[src/rtl/srgb_pkg.sv]
// ----------------------------------------------------------------------------
// srgb_pkg
// Types, constants and small helpers for the shared rgb led blink controller.
// ----------------------------------------------------------------------------
package srgb_pkg;

    localparam int COLOR_W   = 24;
    localparam int MODE_W    = 2;
    localparam int MS_W      = 16;
    localparam int LEVEL_W   = 12;
    localparam int BYTE_W    = 8;
    localparam int STEPS     = 16;
    localparam int K_W       = 4;
    localparam int NUM_W     = 20;
    localparam int DEN_W     = 17;
    localparam int CMD_W     = 2;
    localparam int CFG_IDX_W = 2;

    localparam logic [CMD_W-1:0]     CMD_BACKLIGHT = 2'd3;
    localparam logic [LEVEL_W-1:0]   FULL_SCALE    = 12'd255;
    localparam logic [DEN_W-1:0]     BYTE_DIVISOR  = 17'd255;
    localparam logic [BYTE_W-1:0]    LUMA_R        = 8'd77;
    localparam logic [BYTE_W-1:0]    LUMA_G        = 8'd150;
    localparam logic [BYTE_W-1:0]    LUMA_B        = 8'd29;

    localparam logic [CFG_IDX_W-1:0] REG_RED_MAX       = 2'd0;
    localparam logic [CFG_IDX_W-1:0] REG_GREEN_MAX     = 2'd1;
    localparam logic [CFG_IDX_W-1:0] REG_BLUE_MAX      = 2'd2;
    localparam logic [CFG_IDX_W-1:0] REG_BACKLIGHT_MAX = 2'd3;

    typedef enum logic [2:0] {
        S_IDLE,
        S_START,
        S_DIV1,
        S_DIV2,
        S_DONE
    } t_state;

    typedef struct packed {
        logic [MS_W-1:0]    off_ms;
        logic [MS_W-1:0]    on_ms;
        logic [MODE_W-1:0]  mode;
        logic [COLOR_W-1:0] color;
    } t_slot;

    // 0 in the max register stands for 255
    function automatic logic [LEVEL_W-1:0] eff_max(input logic [LEVEL_W-1:0] m);
        eff_max = (m == '0) ? FULL_SCALE : m;
    endfunction

    // row k lights steps 8-floor((k+1)/2) through 8+floor(k/2)
    function automatic logic [STEPS-1:0] row_mask(input logic [K_W-1:0] k);
        logic [K_W:0] lo;
        logic [K_W:0] hi;
        lo = 5'd8 - ((5'(k) + 5'd1) >> 1);
        hi = 5'd8 + (5'(k) >> 1);
        for (int j = 0; j < STEPS; j++) begin
            row_mask[j] = (5'(j) >= lo) && (5'(j) <= hi);
        end
    endfunction

endpackage

[src/rtl/shared_rgb_led_blink_controller_unit.sv]
// ----------------------------------------------------------------------------
// shared_rgb_led_blink_controller_unit
// backlight and solid updates run the parallel divisions, a flashing slot
// with nonzero off time then a second 20-step serial division for its step time;
// a new item waits until the last result is in the output register (held by stalls);
// synchronous active-low reset: slots dark, all max registers 255
// ----------------------------------------------------------------------------
module shared_rgb_led_blink_controller_unit
    import srgb_pkg::*;
#(
    parameter int SLOT_COUNT = 3
) (
    input  logic                 i_clk,
    input  logic                 i_rst_n,
    // fields from bit 0: color[23:0], flash_mode[25:24], flash_on_ms[41:26],
    // flash_off_ms[57:42], zero fill
    input  logic [63:0]          i_s_axis_tdata,
    // fields from bit 0: cmd[1:0]
    input  logic [CMD_W-1:0]     i_s_axis_tuser,
    input  logic                 i_s_axis_tvalid,
    output logic                 o_s_axis_tready,
    // fields from bit 0: sync_on[0], blink_active[1], pattern_on[2],
    // pattern_mask[18:3], red_level[30:19], green_level[42:31],
    // blue_level[54:43], step_ms[70:55], backlight_level[82:71], zero fill
    output logic [87:0]          o_m_axis_tdata,
    // fields from bit 0: kind[0]
    output logic                 o_m_axis_tuser,
    output logic                 o_m_axis_tvalid,
    input  logic                 i_m_axis_tready,
    input  logic                 i_cfg_valid,
    output logic                 o_cfg_ready,
    input  logic [CFG_IDX_W-1:0] i_cfg_index,
    input  logic [LEVEL_W-1:0]   i_cfg_data
);

    t_state r_state, n_state;

    t_slot               r_slot [SLOT_COUNT];
    logic [LEVEL_W-1:0]  r_red_max, r_green_max, r_blue_max, r_bl_max;

    logic                r_kind;
    logic [BYTE_W-1:0]   r_luma;
    logic                r_sync;
    logic                r_blink;
    logic [MS_W-1:0]     r_on;
    logic [K_W-1:0]      r_k;
    logic [MS_W-1:0]     r_dur;

    logic                r_out_valid;
    logic                r_out_kind;
    logic [87:0]         r_out_data;

    logic                in_xfer;
    logic [CMD_W-1:0]    in_cmd;
    t_slot               in_slot;
    logic [BYTE_W+9:0]   luma_sum;

    t_slot               shown;
    logic                lvl_start, k_start;
    logic [NUM_W-1:0]    k_num;
    logic [DEN_W-1:0]    k_den;
    logic                k_busy;
    logic [NUM_W-1:0]    k_quo;
    logic [NUM_W-1:0]    lvl_num [3];
    logic                lvl_busy [3];
    logic [NUM_W-1:0]    lvl_quo [3];
    logic                out_load;
    logic                all_idle;
    logic [STEPS-1:0]    mask;

    assign in_cmd  = i_s_axis_tuser;
    assign in_slot = i_s_axis_tdata[57:0];
    assign in_xfer = i_s_axis_tvalid && o_s_axis_tready;
    assign o_s_axis_tready = (r_state == S_IDLE);
    assign o_cfg_ready = 1'b1;

    assign luma_sum = 18'(LUMA_R) * 18'(in_slot.color[23:16])
                    + 18'(LUMA_G) * 18'(in_slot.color[15:8])
                    + 18'(LUMA_B) * 18'(in_slot.color[7:0]);

    // first lit slot wins, last slot when none is lit
    always_comb begin
        shown = r_slot[SLOT_COUNT-1];
        for (int i = SLOT_COUNT - 1; i >= 0; i--) begin
            if (r_slot[i].color != '0) begin
                shown = r_slot[i];
            end
        end
    end

    assign all_idle = !k_busy && !lvl_busy[0] && !lvl_busy[1] && !lvl_busy[2];

    always_comb begin
        n_state   = r_state;
        lvl_start = 1'b0;
        k_start   = 1'b0;
        out_load  = 1'b0;
        case (r_state)
            S_IDLE: begin
                if (in_xfer) begin
                    n_state = S_START;
                end
            end
            S_START: begin
                lvl_start = 1'b1;
                k_start   = !r_kind;
                n_state   = S_DIV1;
            end
            S_DIV1: begin
                if (all_idle) begin
                    if (!r_kind && r_sync) begin
                        k_start = 1'b1;
                        n_state = S_DIV2;
                    end else begin
                        n_state = S_DONE;
                    end
                end
            end
            S_DIV2: begin
                if (!k_busy) begin
                    n_state = S_DONE;
                end
            end
            S_DONE: begin
                if (!r_out_valid || i_m_axis_tready) begin
                    out_load = 1'b1;
                    n_state  = S_IDLE;
                end
            end
            default: begin
                n_state = S_IDLE;
            end
        endcase
    end

    always_ff @(posedge i_clk) begin
        if (!i_rst_n) begin
            r_state <= S_IDLE;
        end else begin
            r_state <= n_state;
        end
    end

    // k = on*15/(on+off) first, then step time on/(k+1) on the same unit
    always_comb begin
        if (r_state == S_START) begin
            k_num = {shown.on_ms, 4'b0} - NUM_W'(shown.on_ms);
            k_den = DEN_W'(shown.on_ms) + DEN_W'(shown.off_ms);
        end else begin
            k_num = NUM_W'(r_on);
            k_den = DEN_W'(k_quo[K_W-1:0]) + DEN_W'(1);
        end
    end

    always_comb begin
        if (r_kind) begin
            lvl_num[0] = NUM_W'(eff_max(r_bl_max)) * NUM_W'(r_luma);
        end else begin
            lvl_num[0] = NUM_W'(eff_max(r_red_max)) * NUM_W'(shown.color[23:16]);
        end
        lvl_num[1] = NUM_W'(eff_max(r_green_max)) * NUM_W'(shown.color[15:8]);
        lvl_num[2] = NUM_W'(eff_max(r_blue_max)) * NUM_W'(shown.color[7:0]);
    end

    srgb_div #(.N(NUM_W), .D(DEN_W)) u_k_div (
        .i_clk   (i_clk),
        .i_rst_n (i_rst_n),
        .i_start (k_start),
        .i_num   (k_num),
        .i_den   (k_den),
        .o_busy  (k_busy),
        .o_quo   (k_quo)
    );

    for (genvar g = 0; g < 3; g++) begin : g_lane
        srgb_div #(.N(NUM_W), .D(DEN_W)) u_lvl_div (
            .i_clk   (i_clk),
            .i_rst_n (i_rst_n),
            .i_start (lvl_start),
            .i_num   (lvl_num[g]),
            .i_den   (BYTE_DIVISOR),
            .o_busy  (lvl_busy[g]),
            .o_quo   (lvl_quo[g])
        );
    end

    always_ff @(posedge i_clk) begin
        if (!i_rst_n) begin
            for (int i = 0; i < SLOT_COUNT; i++) begin
                r_slot[i] <= '0;
            end
        end else if (in_xfer && in_cmd != CMD_BACKLIGHT) begin
            for (int i = 0; i < SLOT_COUNT; i++) begin
                if (int'(in_cmd) == i) begin
                    r_slot[i] <= in_slot;
                end
            end
        end
    end

    always_ff @(posedge i_clk) begin
        if (!i_rst_n) begin
            r_red_max   <= FULL_SCALE;
            r_green_max <= FULL_SCALE;
            r_blue_max  <= FULL_SCALE;
            r_bl_max    <= FULL_SCALE;
        end else if (i_cfg_valid && o_cfg_ready) begin
            case (i_cfg_index)
                REG_RED_MAX:       r_red_max   <= i_cfg_data;
                REG_GREEN_MAX:     r_green_max <= i_cfg_data;
                REG_BLUE_MAX:      r_blue_max  <= i_cfg_data;
                REG_BACKLIGHT_MAX: r_bl_max    <= i_cfg_data;
                default: begin
                end
            endcase
        end
    end

    always_ff @(posedge i_clk) begin
        if (in_xfer) begin
            r_kind <= (in_cmd == CMD_BACKLIGHT);
            r_luma <= luma_sum[BYTE_W+7:BYTE_W];
        end
        if (r_state == S_START) begin
            r_sync  <= (shown.mode != '0) && (shown.off_ms != '0);
            r_blink <= (shown.mode != '0);
            r_on    <= shown.on_ms;
            r_k     <= '0;
            r_dur   <= '0;
        end
        if (r_state == S_DIV1 && k_start) begin
            r_k <= k_quo[K_W-1:0];
        end
        if (r_state == S_DIV2 && !k_busy) begin
            r_dur <= k_quo[MS_W-1:0];
        end
    end

    assign mask = r_sync ? row_mask(r_k) : '0;

    always_ff @(posedge i_clk) begin
        if (!i_rst_n) begin
            r_out_valid <= 1'b0;
        end else if (out_load) begin
            r_out_valid <= 1'b1;
        end else if (i_m_axis_tready) begin
            r_out_valid <= 1'b0;
        end
    end

    always_ff @(posedge i_clk) begin
        if (out_load) begin
            r_out_kind <= r_kind;
            if (r_kind) begin
                r_out_data <= {5'b0, lvl_quo[0][LEVEL_W-1:0], 71'b0};
            end else begin
                r_out_data <= {5'b0, {LEVEL_W{1'b0}}, r_dur,
                               lvl_quo[2][LEVEL_W-1:0], lvl_quo[1][LEVEL_W-1:0],
                               lvl_quo[0][LEVEL_W-1:0], mask,
                               r_sync, r_blink, r_sync};
            end
        end
    end

    assign o_m_axis_tvalid = r_out_valid;
    assign o_m_axis_tuser  = r_out_kind;
    assign o_m_axis_tdata  = r_out_data;

`ifndef ASSERT_OFF
    a_units_idle_when_idle: assert property (@(posedge i_clk) disable iff (!i_rst_n)
        r_state == S_IDLE |-> !k_busy && !lvl_busy[0] && !lvl_busy[1] && !lvl_busy[2])
        else $error("divider busy while controller idle");

    a_backlight_clean: assert property (@(posedge i_clk) disable iff (!i_rst_n)
        r_out_valid && r_out_kind |-> r_out_data[70:0] == '0)
        else $error("backlight result carries led fields");

    a_led_no_backlight: assert property (@(posedge i_clk) disable iff (!i_rst_n)
        r_out_valid && !r_out_kind |-> r_out_data[82:71] == '0)
        else $error("led result carries backlight level");

    a_pattern_consistent: assert property (@(posedge i_clk) disable iff (!i_rst_n)
        r_out_valid |-> (r_out_data[2] == r_out_data[0])
                        && ((r_out_data[18:3] != '0) == r_out_data[2]))
        else $error("pattern flag and mask disagree");

    a_solid_no_step: assert property (@(posedge i_clk) disable iff (!i_rst_n)
        r_out_valid && !r_out_data[2] |-> r_out_data[70:55] == '0)
        else $error("step duration set without pattern");
`endif

endmodule

[src/rtl/srgb_div.sv]
// ----------------------------------------------------------------------------
// srgb_div
// Restoring radix-2 divider, one quotient bit per cycle.
// ----------------------------------------------------------------------------
module srgb_div #(
    parameter int N = 20,
    parameter int D = 17
) (
    input  logic         i_clk,
    input  logic         i_rst_n,
    input  logic         i_start,
    input  logic [N-1:0] i_num,
    input  logic [D-1:0] i_den,
    output logic         o_busy,
    output logic [N-1:0] o_quo
);

    localparam int CW = $clog2(N + 1);

    logic [D-1:0]  r_rem;
    logic [N-1:0]  r_quo;
    logic [D-1:0]  r_den;
    logic [CW-1:0] r_cnt;

    logic [D:0]    trial;
    logic [D:0]    diff;
    logic          fits;

    assign trial = {r_rem, r_quo[N-1]};
    assign diff  = trial - {1'b0, r_den};
    assign fits  = trial >= {1'b0, r_den};

    always_ff @(posedge i_clk) begin
        if (!i_rst_n) begin
            r_cnt <= '0;
        end else if (i_start) begin
            r_cnt <= CW'(N);
        end else if (r_cnt != '0) begin
            r_cnt <= r_cnt - 1'b1;
        end
    end

    always_ff @(posedge i_clk) begin
        if (i_start) begin
            r_rem <= '0;
            r_quo <= i_num;
            r_den <= i_den;
        end else if (r_cnt != '0) begin
            r_rem <= fits ? diff[D-1:0] : trial[D-1:0];
            r_quo <= {r_quo[N-2:0], fits};
        end
    end

    assign o_busy = (r_cnt != '0);
    assign o_quo  = r_quo;

endmodule
[config.mk]
export PLATFORM = sky130hd
export DESIGN_NAME = shared_rgb_led_blink_controller_unit
export DESIGN_NICKNAME = d
export VERILOG_FILES = /design/src/rtl/srgb_pkg.sv /design/src/rtl/shared_rgb_led_blink_controller_unit.sv /design/src/rtl/srgb_div.sv
export SDC_FILE = /design/constraint.sdc
export NUM_CORES = 2
export LEC_CHECK = 0
export BUFFER_PORTS_ARGS = -buffer_cell sky130_fd_sc_hd__buf_2
export CELL_PAD_IN_SITES_DETAIL_PLACEMENT = 1
export CELL_PAD_IN_SITES_GLOBAL_PLACEMENT = 1
export CORE_MARGIN = 1
export CORE_UTILIZATION = 45
export DETAILED_ROUTE_END_ITERATION = 8
export GPL_TIMING_DRIVEN = 0
export PLACE_DENSITY_LB_ADDON = 0.1
export RECOVER_POWER = 100
export SYNTH_ARGS = -nofsm -noshare
export SYNTH_HDL_FRONTEND = slang
export SYNTH_HIERARCHICAL = 1
export SYNTH_SLANG_ARGS = --single-unit
[constraint.sdc]
create_clock -name i_clk -period 7.8 [get_ports i_clk]
set_input_delay 1.17 -clock i_clk [delete_from_list [all_inputs] [get_ports i_clk]]
set_output_delay 1.17 -clock i_clk [all_outputs]
set_load 0.03 [all_outputs]
==> run_results.csv <==
group,metric,value,unit
clocking,cts-buffers-inserted,73,
clocking,clk_latency,0.65,ns
global_routing,grt-ovfl-total,0,
timing,max-slew-margin-rel,-87.77,%
finish,fin_nets,5539,
clocking,cts.path.max_buffers,3,
setup_path,path_max_fanout,10,
logic_synthesis,ys.flop_type,"edfxtp_1",
global_routing,grt_pass1_vias,35305,
routing,met3_length,4295,microns
global_routing,grt_pass1_wl,199800,microns
logic_synthesis,yosysSeqAreaShare,36.38,%
clocking,root_buffer,"clkbuf_16",
clocking,htree_num_levels,3,
setup_path,cp-end-kind,"flip-flop",
routing,vias,33755,
logic_synthesis,synth_edf_count,452,
logic_synthesis,yosysTopAreaCellShare,30.15,%
run_status,outcome,"finished, violations left",
routing,routed.top_layer,"met5",
timing,worstMarginPinSlew,2.817,ns
routing,drt-initial-drc-count,1835,
routing,drtPass1Iterations,7,
clocking,cts_tree,"built",
logic_synthesis,synth.avg_cell_area,10.01,sq um
placed_design,place_ws,-1.365,ns
finish,fin_area,50160,sq um
global_routing,antenna_found_initial,13,
logic_synthesis,netlist_top_cells_area,"edfxtp_1 (30%), fa_1 (13%), ha_1 (9.8%)",
setup_path,crit_path_end,"g_lane[0].u_lvl_div/o_quo[19]$_DFFE_PP_",
global_routing,grt_max_degree,59,
floorplan,die_w,318.3,microns
run_status,violations,"max-capacitance violations, max-slew violations",
floorplan,initial_core_util,45.60,%
timing,period_minus_slack,7.471,ns
routing,detail-route-antenna-nets,0,
logic_synthesis,synth_simple_gate_area_share,16.19,%
routing,routed_wl,126000,microns
placed_design,dp_hpwl,99360,microns
timing,final.setup_skew,0.04210,ns
logic_synthesis,synth-seq-cells,592,
placed_design,place_area,47910,sq um
setup_path,crit_start,"r_slot[0][8]$_DFFE_PP_",
timing,hold_violations,0,
finish,final_cell_mix,"inv_1 (566), edfxtp_1 (452), nor2_1 (388), nand2_1 (374), ha_1 (354)",
routing,drc,0,
hold_path,worstHoldPathType,"reg -> reg",
logic_synthesis,yosysWarnings,6,
clocking,clkSinkCount,592,
timing,finalCritPeriodShare,95.78,%
finish,fin_util,50.82,%
logic_synthesis,syn_inst,4499,
logic_synthesis,synthDistinctLibCells,107,
timing,fmax,0.1339,GHz
job,maxCapViolCount,8,
logic_synthesis,async_flop_share,0,%
setup_path,rrSetupSlack,0.33,ns
timing,final_max_slew_viol_count,244,
floorplan,rows,115,
placed_design,gp_congestion,0.8646,
setup_path,r2r-start,"r_slot[0][8]$_DFFE_PP_",
timing,setup_violations,0,
logic_synthesis,synth_xor_area_share,2.782,%
logic_synthesis,syn_area,45010,sq um
timing,rsz0062_at_grt,"false",
floorplan,io_pins,177,
floorplan,fp.dieH,318.3,microns
placed_design,io_buffers,164,
global_routing,grt_usage,24.98,%
routing,wl_met1,58480,microns
setup_path,cp-start-kind,"flip-flop",
setup_path,path_class,"reg -> reg",
finish,drive_above_1_share,9.300,%
routing,routed_via_density,5.490,
logic_synthesis,yosys.area.top_type,"edfxtp_1",
clocking,clk_pin_slew_worst_paths,0.06,ns
floorplan,coreArea,98710,sq um
setup_path,rr_worst_depth,24,
logic_synthesis,synth_fa_ha_area_share,23.18,%
floorplan,dieArea,101300,sq um
finish,area_growth,11.43,%
routing,wl_per_cell,20.49,microns
logic_synthesis,synth_top_family_by_area,"adder cells",
logic_synthesis,muxShareOfSynthArea,3.316,%
setup_path,reg2reg_to,"g_lane[0].u_lvl_div/o_quo[19]$_DFFE_PP_",
setup_path,cp.arrival,7.98,ns
finish,mostFrequentLayoutCell,"inv_1",
finish,n_fill_cell,11135,
routing,routed-wl-met2,60650,microns
timing,setup_ws,0.3293,ns
logic_synthesis,synth-compound-area-share,11.66,%
setup_path,cp.required,8.31,ns
==> logic make-up after synthesis <==
logic type	after synthesis
compound gates	749
xor+xnor	143
fa+ha+maj	654
buf+inv	744
flops	592
mux	138
other cells	2
simple gates	1477
==> area by class of cell <==
cell class,instances,area (sq um),share of cell area [%]
multi-input combinational,3218,26080,51.99
inverter,568,2132,4.251
tap,1287,1610,3.210
clock inverter,40,416.7,0.8307
antenna,2,5.005,0.009978
timing repair buffer,178,774.5,1.544
buffer,169,764.5,1.524
sequential,592,16380,32.65
clock buffer,95,2002,3.991
==> Yosys cell counts, types with 19 or more instances <==
| cell | count |
|---|---|
| o211ai_1 | 30 |
| nand2b_1 | 38 |
| buf_2 | 21 |
| a21boi_0 | 25 |
| clkbuf_1 | 127 |
| a31oi_1 | 30 |
| fa_1 | 300 |
| and2_1 | 174 |
| ha_1 | 354 |
| and3_1 | 21 |
| inv_1 | 565 |
| xor2_1 | 48 |
| o21ai_1 | 24 |
| mux2i_1 | 49 |
| o31ai_1 | 19 |
| a311oi_1 | 36 |
| nand3_1 | 109 |
| a21oi_1 | 154 |
| mux2_2 | 85 |
| nor3_1 | 67 |
| nand4_1 | 23 |
| nand2_1 | 376 |
| dfxtp_1 | 140 |
| xnor2_1 | 95 |
| edfxtp_1 | 452 |
| a21o_1 | 54 |
| nor2_1 | 400 |
| nor2b_1 | 102 |
| or2_2 | 30 |
| nand3b_1 | 22 |
| o21ai_0 | 159 |
| a211oi_1 | 33 |
| nor4_1 | 33 |
==> through the flow <==
step                hold WS [ns]  instances  TNS, ns
floorplan                 0.4544       4554        0
global placement          0.4708       6005  -247.51
detailed placement        0.4816       6015   -9.193
CTS                       0.4912       6153        0
global route              0.5261       6149        0
finish                    0.4867       6149        0
==> routing by layer <==
| metal | vias to the layer above | track usage [%] |
|---|---|---|
| met5 | - | 0 |
| met4 | 2 | 5.872 |
| met3 | 135 | 2.448 |
| met2 | 568 | 42.12 |
| met1 | 17048 | 34.58 |
| li1 | 16002 | - |
==> worst min path at each step <==
stage / cells after the start / start / slack (ns) / endpoint
floorplan: 2 / r_bl_max[2]$_SDFFE_PN1P_ / 0.45 / r_bl_max[2]$_SDFFE_PN1P_
global placement: 2 / r_bl_max[2]$_SDFFE_PN1P_ / 0.47 / r_bl_max[2]$_SDFFE_PN1P_
detailed placement: 2 / r_bl_max[7]$_SDFFE_PN1P_ / 0.48 / r_bl_max[7]$_SDFFE_PN1P_
CTS: 2 / r_bl_max[7]$_SDFFE_PN1P_ / 0.49 / r_bl_max[7]$_SDFFE_PN1P_
global route: 2 / r_bl_max[3]$_SDFFE_PN1P_ / 0.53 / r_bl_max[3]$_SDFFE_PN1P_
finish: 2 / r_bl_max[7]$_SDFFE_PN1P_ / 0.49 / r_bl_max[7]$_SDFFE_PN1P_
==> state kept, by name, indices dropped and copies added, names as in the netlist, 17 cells and up <==
| name | flops |
|---|---|
| g_lane.u_lvl_div/r_rem | 51 |
| r_slot | 174 |
| u_k_div/o_quo | 20 |
| u_k_div/r_rem | 17 |
| g_lane.u_lvl_div/r_den | 51 |
| g_lane.u_lvl_div/o_quo | 60 |
| o_m_axis_tdata | 82 |
| u_k_div/r_den | 17 |
==> worst max-delay path, cell delays in order, from the launching register on <==
cell	delay, ns
edfxtp_1	0.49
or4_4	0.58
nor2_4	0.22
nand2_4	0.14
clkbuf_4	0.25
buf_2	0.26
nor2_2	0.23
nor2_2	0.16
nor2b_1	0.19
fa_1	0.45
fa_1	0.47
fa_1	0.56
inv_1	0.06
fa_1	0.53
inv_1	0.04
ha_1	0.35
a21o_1	0.19
a21o_1	0.19
a21oi_2	0.22
o21ai_1	0.17
o41ai_2	0.46
a21oi_1	0.14
xnor2_1	0.18
a211oi_2	0.51
mux2_2	0.27
==> repair_timing <==
item	4_1_cts	5_1_grt
hold buffers	0	0
pin swaps	2	5
buffers inserted	3	1
setup endpoints to repair	21	8
resized for setup	30	23
Power is not shown: default switching activity piles up to over one toggle a cycle in this logic, so the estimate is an artifact.
